$ cat src/rtl/barycentric_depth_interp_assert.svh
// Assertion macros for the depth interpolator.
`ifndef BARYCENTRIC_DEPTH_INTERP_ASSERT_SVH
`define BARYCENTRIC_DEPTH_INTERP_ASSERT_SVH
`ifndef SYNTHESIS
`define BDI_ASSERT(lbl, prop) \
  lbl: assert property (@(posedge clk) disable iff (rst) prop) \
    else $error("bdi assertion failed");
`define BDI_NEVER(lbl, expr) \
  `BDI_ASSERT(lbl, !(expr))
`else
`define BDI_ASSERT(lbl, prop)
`define BDI_NEVER(lbl, expr)
`endif
`endif

$ cat src/rtl/bdi_pkg.sv
package bdi_pkg;

  // Control that travels with each item along the pipeline
  typedef struct packed {
    logic valid;
    logic deg;
    logic sat;
  } ctl_t;

endpackage

$ cat src/rtl/bdi_div_cell.sv
module bdi_div_cell #(
  parameter int AW = 35,
  parameter int NW = 61,
  parameter int D = 24,
  parameter int SHIFT = 0
) (
  input  logic          clk,
  input  logic          rst,
  input  bdi_pkg::ctl_t up_ctl,
  input  logic [NW-1:0] up_rem,
  input  logic [AW-1:0] up_abc,
  input  logic [D-1:0]  up_q,
  output logic          up_ready,
  output bdi_pkg::ctl_t dn_ctl,
  output logic [NW-1:0] dn_rem,
  output logic [AW-1:0] dn_abc,
  output logic [D-1:0]  dn_q,
  input  logic          dn_ready
);

  logic [NW-1:0] dsh;
  logic          ge;

  // Try to take one shifted divisor out of the remainder
  assign dsh = NW'(up_abc) << SHIFT;
  assign ge  = (up_rem >= dsh);
  assign up_ready = !dn_ctl.valid || dn_ready;

  always_ff @(posedge clk) begin
    if (rst) begin
      dn_ctl.valid <= 1'b0;
    end else if (up_ready) begin
      dn_ctl.valid <= up_ctl.valid;
    end
    if (up_ready && up_ctl.valid) begin
      dn_ctl.deg <= up_ctl.deg;
      dn_ctl.sat <= up_ctl.sat;
      dn_rem     <= ge ? up_rem - dsh : up_rem;
      dn_abc     <= up_abc;
      dn_q       <= up_q | (D'(ge) << SHIFT);
    end
  end

endmodule

$ cat config.mk
export PLATFORM = sky130hd
export DESIGN_NAME = bdi_div_cell
export DESIGN_NICKNAME = d
export VERILOG_FILES = /design/src/rtl/barycentric_depth_interp_assert.svh /design/src/rtl/bdi_pkg.sv /design/src/rtl/bdi_div_cell.sv
export SDC_FILE = /design/constraint.sdc
export NUM_CORES = 1
export LEC_CHECK = 0
export BUFFER_PORTS_ARGS = -buffer_cell sky130_fd_sc_hd__buf_4
export CORE_MARGIN = 3
export CORE_UTILIZATION = 54
export CTS_CLUSTER_SIZE = 40
export DETAILED_ROUTE_END_ITERATION = 8
export GPL_ROUTABILITY_DRIVEN = 0
export GPL_TIMING_DRIVEN = 1
export PLACE_DENSITY = 0.86
export SLEW_MARGIN = 10
export SYNTH_ARGS = -nofsm -noshare
export SYNTH_HDL_FRONTEND = slang
export SYNTH_SLANG_ARGS = --single-unit
export TNS_END_PERCENT = 30
$ cat constraint.sdc
create_clock -name clk -period 10.6 [get_ports clk]
set_clock_uncertainty 0.15 [all_clocks]
set_input_delay 2.12 -clock clk [delete_from_list [all_inputs] [get_ports clk]]
set_output_delay 2.12 -clock clk [all_outputs]
set_load 0.01 [all_outputs]
==> reports/metrics.csv, run 1 <==
metric;value;unit
ir_worst_vdd;0.0976;mV
die-width;120;microns
h-tree-depth;4;
dp_hpwl;15100;microns
placementRows;40;
initial_core_util;56.7;%
synthFlopType;edfxtp_1;
antenna_found_initial;0;
critPathMaxStageDelay;0.58;ns
cp_num_buf_inv;2;
ant_nets;0;
period_share;53.1;%
synth_nets;813;
grt_util_all_layers;27.4;%
path_clk_slew;0.05;ns
intPower;0.00114;W
p_leak;4.08;nW
io_buffers;249;
max_freq;178;MHz
dieArea;0.0143;sq mm
p_per_area;159;mW/mm^2
rsz0062_at_grt;no;
drv_cap;0;
worst_ep_arrival_time;5.64;ns
switching_share;25.2;%
tns;0;ns
nets;1062;
setup_viol;0;
synth_seq_cells;123;
syn_inst;651;
tightest_slew;0.991;ns
stdcell_area;0.00959;sq mm
avgSynthCellArea;10.7;sq um
pwr-share-clk;40.6;%
antenna_cells;0;
layoutNonFillerInstCount;1081;
grt_max_degree;77;
cts_made_buffers;17;
p_seq_share;39.3;%
path_max_fanout;51;
ctsHoldBuffers;0;
final_max_slew_viol_count;0;
syn_area;0.00698;sq mm
cp-end-kind;register;
post_drt_wl_per_cell;18.3;microns
cp.required;10.61;ns
grt_pass1_vias;6154;
io_pins;250;
drt_iter0_markers;588;
core;0.0123;sq mm
firstDrtPassIters;5;
slew_headroom;34.0;%
slowest_stage;or4b_1;
clock_path_buffers;2;
async_reset_ff_share;0;%
die_height;120;microns
placed_area;0.00896;sq mm
cpLargestDelayFamily;compound AO/OA/AOI/OAI gates;
grt_overflow;0;
postCtsSetupBuffers;0;
drt-total-wl;19800;microns
clk_latency;0.41;ns
n_fill_cell;844;
vias_per_cell;5.73;
drc;0;
grt_first_pass_wirelength;31400;microns
hold_ws;0.397;ns
post-route-min-period;5.63;ns
drive_above_1_share;32.1;%
ys_seq_area_share;52.8;%
path_common_cell;buf_4;
synth-edff-count;122;
cts_tree;done;
synth_cell_type_count;59;
yosysWarnings;0;
cts_sinks;123;
power;0.00153;W
dp.cells;1049;
ctsResizeCount;0;
area_delta_synth_final;37.5;%
cts-root-buf;clkbuf_16;
vias;6191;
p_switching;0.000384;W
status;finished, final reports clean;
criticalPathCategory;input pin to register;
finalHoldViolCount;0;
cp-start-kind;input pin;
path_cells;buf_4, ha_1, a21o_1, a31oi_1, o22ai_1, or4b_1, nand3_1, o21ai_1, a21boi_4, buf_4, mux2_1;
p_comb_share;20.0;%
hp-class;register to register;
cells in the mapped netlist (all sizes together), types with 7 or more instances:
cell type / number / area [sq um]
a21o: 19 / 143
a21oi: 46 / 230
clkbuf: 15 / 58.8
edfxtp: 122 / 3660
ha: 35 / 438
inv: 49 / 184
nand2: 70 / 263
nand2b: 8 / 50.1
nand3: 8 / 40.0
nand4: 9 / 56.3
nor2: 36 / 138
nor3: 17 / 85.1
nor4: 13 / 87.6
o21ai: 55 / 275
o21bai: 9 / 67.6
or4: 7 / 56.3
xnor2: 21 / 184
xor2: 33 / 289
per-stage QoR:
stage / util (%) / setup WS, ns
finish: 77.9 / 4.97
global route: 77.9 / 4.79
CTS: 77.9 / 5.01
detailed placement: 72.8 / 4.61
global placement: 72.8 / 4.80
floorplan: - / 4.81
cell families after synthesis:
logic type / after synthesis / synth area share, %
AO/OA/AOI/OAI: 171 / 15.4
multiplexers: 3 / 0.466
buffers and inverters: 70 / 4.21
adder cells (fa/ha/maj): 36 / 6.56
AND/OR/NAND/NOR: 194 / 13.8
flip-flops: 123 / 52.8
XOR/XNOR: 54 / 6.78
layout make-up:
cell class	count	area, sq um	area share, %
Clock buffer	18	429	4.47
Clock inverter	14	201	2.10
Inverter	49	184	1.92
Multi-Input combinational cell	458	3000	31.3
Sequential cell	123	3680	38.4
Tap cell	168	210	2.19
Timing Repair Buffer	251	1880	19.6
worst paths after layout:
check | start | end | slack [ns] | depth (start not counted)
max | up_rem[7] | dn_rem[1] | 4.97 | 11
min | dn_ctl[2] | dn_ctl[2] | 0.40 | 2
max reg2reg | dn_ctl[2] | dn_q[5] | 8.11 | 3
min reg2reg | dn_ctl[2] | dn_ctl[2] | 0.40 | 2
flip-flops by register name, summed over array words and instances, names as in the netlist:
name    count
dn_q       24
dn_rem     61
dn_abc     35
dn_ctl      3
per-layer routing:
layer  share of wire [%]  track usage [%]  vias up
met5                   0                0        -
met4                 2.6             10.3        0
met3                 8.0             6.46       48
met2                  51             47.3      330
met1                  39             33.5     2912
li1                    -                -     2901
placed cells by master, fill, tap and decap left out, types with 5 or more instances in the layout:
| cell | n |
|---|---|
| a21o_1 | 19 |
| a21oi_1 | 46 |
| buf_4 | 251 |
| bufinv_16 | 5 |
| clkbuf_16 | 17 |
| edfxtp_1 | 122 |
| ha_1 | 35 |
| inv_1 | 49 |
| nand2_1 | 70 |
| nand2b_1 | 8 |
| nand3_1 | 8 |
| nand4_1 | 9 |
| nor2_1 | 35 |
| nor3_1 | 17 |
| nor4_1 | 12 |
| o21ai_0 | 42 |
| o21ai_1 | 13 |
| o21bai_1 | 9 |
| or3_1 | 6 |
| or4_1 | 6 |
| xnor2_1 | 21 |
| xor2_1 | 33 |
worst reg2reg max path, cell delays in order, from the launching register on:
cell	delay, ns
dfxtp_1	0.31
nand2b_1	0.12
and2_4	0.55
buf_4	0.85
power by group through the flow:
| stage | Sequential, W | Clock, W | Combinational (W) |
|---|---|---|---|
| after global routing | 0.000604 | 0.000647 | 0.000331 |
| after floorplan | 0.000632 | 0 | 0.000138 |
| after global placement | 0.000608 | 0 | 0.000290 |
| after detailed placement | 0.000609 | 0 | 0.000300 |
| after CTS | 0.000600 | 0.000625 | 0.000303 |
| final | 0.000600 | 0.000620 | 0.000305 |
(Power assumes the default switching activity.)
==> inputs of run 2 (changes only) <==
--- a/config.mk
+++ b/config.mk
@@ -5,14 +5,15 @@
 export SDC_FILE = /design/constraint.sdc
 export NUM_CORES = 1
 export LEC_CHECK = 0
+export ABC_AREA = 1
 export BUFFER_PORTS_ARGS = -buffer_cell sky130_fd_sc_hd__buf_4
 export CORE_MARGIN = 3
-export CORE_UTILIZATION = 54
+export CORE_UTILIZATION = 48
 export CTS_CLUSTER_SIZE = 40
 export DETAILED_ROUTE_END_ITERATION = 8
 export GPL_ROUTABILITY_DRIVEN = 0
 export GPL_TIMING_DRIVEN = 1
-export PLACE_DENSITY = 0.86
+export PLACE_DENSITY = 0.78
 export SLEW_MARGIN = 10
 export SYNTH_ARGS = -nofsm -noshare
 export SYNTH_HDL_FRONTEND = slang
==> constraint.sdc (replaced) <==
create_clock -name clk -period 4.8 [get_ports clk]
set_clock_uncertainty 0.15 [all_clocks]
set_input_delay 0.96 -clock clk [delete_from_list [all_inputs] [get_ports clk]]
set_output_delay 0.96 -clock clk [all_outputs]
set_load 0.01 [all_outputs]
==> run 2 against run 1 <==
Against the previous run: clock power is 100% higher; global-route usage is 1.3 points lower; worst setup slack worse by 3.3 ns; routed wire length is 30% higher; power is 120% higher; largest cell class is now multi-input combinational cells; critical path depth is 6 higher; core utilization is 13 points lower; die area is 36% higher; cell count is 58% higher; final area is 18% higher; sequential power is 120% higher; combinational power grew to 2.6 times the previous value.
==> reports/metrics.csv, run 2 <==
metric;value;unit;change
p_leak;5.80;nW;+42%
drv_cap;0;;unchanged
period_share;65.8;%;
drive_above_1_share;21.2;%;-11 points
p_per_area;297;mW/mm^2;+87%
yosysTopAreaCellShare;42.7;%;-9.8 points
grt_pass1_vias;8070;;+31%
syn_inst;1212;;+86%
die_height;140;microns;+17%
drt_iter0_markers;811;;+38%
cts-root-buf;clkbuf_16;;
firstDrtPassIters;6;;+1
async_reset_ff_share;0;%;unchanged
rsz0062_at_grt;no;;
r2r_cells;2;;-1
tns;0;ns;unchanged
cp-end-kind;register;;
largest_reg_flops;61;;unchanged
die-width;140;microns;+17%
grt_util_all_layers;26.2;%;-1.3 points
ir_worst_vdd;0.235;mV;+140%
io_pins;250;;unchanged
n_fill_cell;1554;;+84%
criticalPathCategory;input pin to register;;
cp.required;4.82;ns;-5.79 ns
cp-start-kind;input pin;;
ant_nets;0;;unchanged
avgSynthCellArea;7.08;sq um;-34%
ctsHoldBuffers;0;;unchanged
status;finished, final reports clean;;
path_clk_slew;0.06;ns;about the same
drt-total-wl;25800;microns;+30%
initial_core_util;49.3;%;-7.4 points
post_drt_wl_per_cell;15.1;microns;-18%
layout_common_cells;nand2_1 (489), buf_4 (253), inv_1 (234);;
top_regs;dn_rem: 61 flops, dn_abc: 35 flops, dn_q: 24 flops;;
ys_seq_area_share;42.9;%;-9.9 points
synth_common_cells;nand2_1 (489), inv_1 (234), edfxtp_1 (122);;
antenna_found_initial;0;;unchanged
h-tree-depth;4;;unchanged
top_register;dn_rem;;
ctsResizeCount;0;;unchanged
finalHoldViolCount;0;;unchanged
grt_overflow;0;;unchanged
path_max_fanout;33;;-35%
synthFlopType;edfxtp_1;;
placementRows;48;;+20%
max_freq;316;MHz;
setup_viol;0;;unchanged
final_max_slew_viol_count;0;;unchanged
postCtsSetupBuffers;0;;unchanged
vias_per_cell;5.05;;-12%
hp-class;register to register;;
slew_headroom;59.4;%;+25 points
nets;1636;;+54%
synth_nets;1374;;+69%
multi_input_area;0.00394;sq mm;+31%
final-seq-area;0.00368;sq mm;unchanged
area_delta_synth_final;31.4;%;
ys_top_cells_by_area;edfxtp_1 (43%), nand2_1 (21%), inv_1 (10%);;
yosysWarnings;0;;unchanged
synth_most_common_cell;nand2_1;;
tightest_slew;0.610;ns;-0.381 ns
io_buffers;249;;unchanged
synth_seq_cells;123;;unchanged
grt_first_pass_wirelength;40600;microns;+29%
final_common_cell;nand2_1;;
drc;0;;unchanged
grt_max_degree;47;;-39%
core;0.0174;sq mm;+41%
stdcell_area;0.0113;sq mm;+18%
cts_sinks;123;;unchanged
min_path_cells;2;;unchanged
vias;8640;;+40%
synth-edff-count;122;;unchanged
clk_latency;0.43;ns;+0.02 ns
placed_area;0.0107;sq mm;+19%
antenna_cells;0;;unchanged
worst_ep_arrival_time;3.18;ns;-2.46 ns
synth_cell_type_count;28;;-53%
cts_made_buffers;17;;unchanged
syn_area;0.00858;sq mm;+23%
dp_hpwl;20600;microns;+37%
clock_path_buffers;2;;unchanged
cts_tree;done;;
yosysTopAreaCell;edfxtp_1;;
dieArea;0.0195;sq mm;+36%
post-route-min-period;3.16;ns;
[run 2: per-layer routing]
metal / part of all wire (%) / routed length (microns) / vias to the layer above / track usage [%]
met3: 10 / 2680 / 67 / 6.49
met1: 41 / 10500 / 3858 / 34.0
met5: 0 / 0 / - / 0
li1: - / - / 4276 / -
met2: 45 / 11700 / 439 / 41.6
met4: 3.7 / 951 / 0 / 11.4
[run 2: power by group]
| group | total [W] | leakage, nW | switching (W) | internal [W] |
|---|---|---|---|---|
| registers | 0.00132 | 1.19 | 0.0000252 | 0.00129 |
| logic | 0.000779 | 4.34 | 0.000461 | 0.000318 |
| clock network | 0.00125 | 0.276 | 0.000560 | 0.000689 |
[run 2: layout make-up]
cell class	count	area share, %
Inverter	237	7.89
Clock inverter	15	1.25
Timing Repair Buffer	254	17.0
Tap cell	225	2.50
Sequential cell	123	32.7
Multi-Input combinational cell	841	34.9
Clock buffer	17	3.77
[run 2: cells by family after synthesis]
group                    synth area share [%]
AO/OA/AOI/OAI                            4.11
XOR/XNOR                                 2.65
adder cells (fa/ha/maj)                  5.34
buffers and inverters                    11.4
flip-flops                               42.9
AND/OR/NAND/NOR                          33.6
[run 2: critical path, cell delays in order]
cell	delay, ns
buf_4	0.11
ha_1	0.39
nand2_1	0.11
nand2_1	0.07
inv_1	0.08
nand2_2	0.08
nand2_1	0.08
nand2_2	0.09
nand2_1	0.08
nand2_2	0.08
nand2_1	0.08
nand2_2	0.07
nand2_2	0.08
nand2_2	0.07
inv_2	0.39
buf_12	0.28
a21oi_1	0.08
[run 2: path summary, 6_finish.rpt]
kind,startpoint,end,slack [ns]
worst min-delay path,dn_ctl[2],dn_ctl[2],0.39
worst max register to register,dn_ctl[2],dn_rem[9],3.18
worst min register to register,dn_ctl[2],dn_ctl[2],0.39
worst max-delay path,up_rem[2],dn_rem[47],1.64
[run 2: metrics by stage]
| stage | setup WS, ns | utilization, % | std cells | total power (W) | hold WS (ns) |
|---|---|---|---|---|---|
| 4_1_cts | 1.64 | 64.7 | 1712 | 0.00336 | 0.400 |
| 2_1_floorplan | 1.14 | - | 1212 | 0.00177 | 0.462 |
| 3_3_place_gp | 1.30 | 61.5 | 1680 | 0.00210 | 0.377 |
| 6_report | 1.64 | 64.7 | 1712 | 0.00335 | 0.392 |
| 5_1_grt | 1.38 | 64.7 | 1712 | 0.00351 | 0.450 |
| 3_5_place_dp | 1.18 | 61.5 | 1680 | 0.00211 | 0.390 |
==> inputs of run 3 (changes only) <==
==> constraint.sdc (replaced) <==
create_clock -name clk -period 2.8 [get_ports clk]
set_clock_uncertainty 0.15 [all_clocks]
set_input_delay 0.56 -clock clk [delete_from_list [all_inputs] [get_ports clk]]
set_output_delay 0.56 -clock clk [all_outputs]
set_load 0.01 [all_outputs]
==> run 3 against run 2 <==
Against the previous run: core utilization up 3.1 points; non-clock buffer count up 65; clock-buffer cell count unchanged; die area unchanged; sequential share of layout area down 1.5 points; clock power up 75%; first-iteration DRC count up 1.4%; critical path depth down 3; sequential cell count unchanged; power up 76%; via count up 3.5%; register-to-register slack worse by 2.0 ns.
==> reports/metrics.csv, run 3 (synthesis gave the netlist of run 2 again) <==
metric;value;unit;change
initial_core_util;49.3;%;unchanged
p_comb_share;24.5;%;+1.2 points
drt_iter0_markers;822;;+1.4%
vias_per_cell;5.03;;-0.29%
io_buffers;249;;unchanged
p_seq_share;38.4;%;-1.0 points
cp-end-kind;register;;
layout_common_cells;nand2_1 (489), buf_4 (316), inv_1 (232);;
cts-root-buf;clkbuf_16;;
grt_util_all_layers;27.3;%;+1.1 points
p_per_area;499;mW/mm^2;+68%
nets;1701;;+4.0%
dp_hpwl;21300;microns;+3.4%
ant_nets;0;;unchanged
top_register;dn_rem;;
io_pins;250;;unchanged
hp-class;input pin to register;;
placed_area;0.0112;sq mm;+4.9%
antenna_cells;0;;unchanged
fin_ws;0.226;ns;-1.41 ns
n_fill_cell;1497;;-3.7%
path_clk_slew;0.06;ns;about the same
p_switching;0.00179;W;+71%
ir_worst_vdd;0.396;mV;+68%
vias;8942;;+3.5%
clk_latency;0.43;ns;about the same
postCtsSetupBuffers;0;;unchanged
clock_path_buffers;2;;unchanged
core;0.0174;sq mm;unchanged
multi_input_area;0.00394;sq mm;unchanged
status;finished, final reports clean;;
worst_ep_arrival_time;2.68;ns;-0.50 ns
setup_viol;0;;unchanged
p_leak;6.13;nW;+5.6%
max_freq;389;MHz;
drv_cap;0;;unchanged
slew_headroom;54.5;%;-4.9 points
top_regs;dn_rem: 61 flops, dn_abc: 35 flops, dn_q: 24 flops;;
die_height;140;microns;unchanged
antenna_found_initial;0;;unchanged
finalHoldViolCount;0;;unchanged
cts_tree;done;;
rsz0062_at_grt;no;;
post_drt_wl_per_cell;15.1;microns;-0.12%
firstDrtPassIters;6;;unchanged
drive_above_1_share;24.6;%;+3.4 points
dieArea;0.0195;sq mm;unchanged
final_common_cell;nand2_1;;
placementRows;48;;unchanged
final_max_slew_viol_count;0;;unchanged
cp-start-kind;input pin;;
drt-total-wl;26700;microns;+3.7%
drc;0;;unchanged
area_delta_synth_final;37.7;%;
pwr-share-clk;37.1;%;-0.2 points
grt_overflow;0;;unchanged
tightest_slew;0.683;ns;+0.0733 ns
ctsResizeCount;0;;unchanged
post-place-ws;-0.120;ns;-1.31 ns
power;0.00590;W;+76%
period_share;91.9;%;
cts_sinks;123;;unchanged
final-seq-area;0.00368;sq mm;unchanged
dr_wl_met3;3010;microns;+12%
m1WireLength;10600;microns;+1.1%
highest_layer;met4;;
grt_max_degree;75;;+60%
wl_met2;12000;microns;+3.0%
ctsHoldBuffers;0;;unchanged
grt_first_pass_wirelength;42500;microns;+4.8%
switching_share;30.4;%;-0.84 points
intPower;0.00411;W;+78%
h-tree-depth;4;;unchanged
die-width;140;microns;unchanged
cp.required;2.91;ns;-1.91 ns
hold_ws;0.131;ns;-0.260 ns
stdcell_area;0.0118;sq mm;+4.8%
path_max_fanout;4;;-88%
cts_made_buffers;17;;unchanged
post-route-min-period;2.57;ns;
criticalPathCategory;input pin to register;;
grt_pass1_vias;8676;;+7.5%
largest_reg_flops;61;;unchanged
run 3: cell count changes in the layout (fill, tap and decap cells not counted), moves of 2 or more:
| cell | before | now |
|---|---|---|
| buf_4 | 253 | 316 |
| buf_12 | 1 | 3 |
| inv_8 | 5 | 3 |
| clkinv_4 | 1 | 3 |
| inv_1 | 234 | 232 |
run 3: path summary, 6_finish.rpt:
| path | slack (ns) | end | cells past startpoint | start |
|---|---|---|---|---|
| setup / recovery | 0.23 | dn_rem[40] | 14 | up_rem[0] |
| hold / removal | 0.13 | dn_ctl[2] | 2 | rst |
| hold reg to reg | 0.40 | dn_ctl[2] | 2 | dn_ctl[2] |
| setup reg to reg | 1.15 | dn_rem[5] | 2 | dn_ctl[2] |
run 3: power groups by stage:
stage	Clock, W	Combinational, W	Sequential, W
after floorplan	0	0.000650	0.00238
after global placement	0	0.00140	0.00230
after detailed placement	0	0.00142	0.00230
after CTS	0.00222	0.00144	0.00227
after global routing	0.00231	0.00159	0.00228
final	0.00219	0.00145	0.00226
run 3: final cells by class:
cell class / count / share of cell area, %
inverter: 237 / 7.64
clock inverter: 15 / 1.31
timing repair buffer: 319 / 20.6
multi-input combinational: 841 / 33.3
clock buffer: 17 / 3.60
sequential: 123 / 31.2
tap: 225 / 2.38
run 3: worst max-delay path, stage by stage:
cell      delay [ns]
buf_4           0.11
inv_1           0.06
ha_1            0.14
inv_1           0.06
fa_1            0.39
nand3_1         0.09
nand3_1         0.15
nand2_1         0.10
nand3_1         0.16
nand2_1         0.15
nand3_1         0.21
nand2_1         0.17
nand3b_1        0.11
a21oi_1         0.21
run 3: routing by layer:
metal / vias to the layer above / global-route usage [%]
met4: 0 / 12.3
li1: 4403 / -
met5: - / 0
met2: 513 / 43.5
met1: 3939 / 35.0
met3: 87 / 6.94
run 3: through the flow:
step | utilization, % | cells | setup TNS [ns]
after global placement | 64.5 | 1745 | -0.353
final | 67.8 | 1777 | 0
after CTS | 67.8 | 1777 | 0
after floorplan | - | 1212 | -45.43
after detailed placement | 64.5 | 1745 | -0.801
after global routing | 67.8 | 1777 | 0
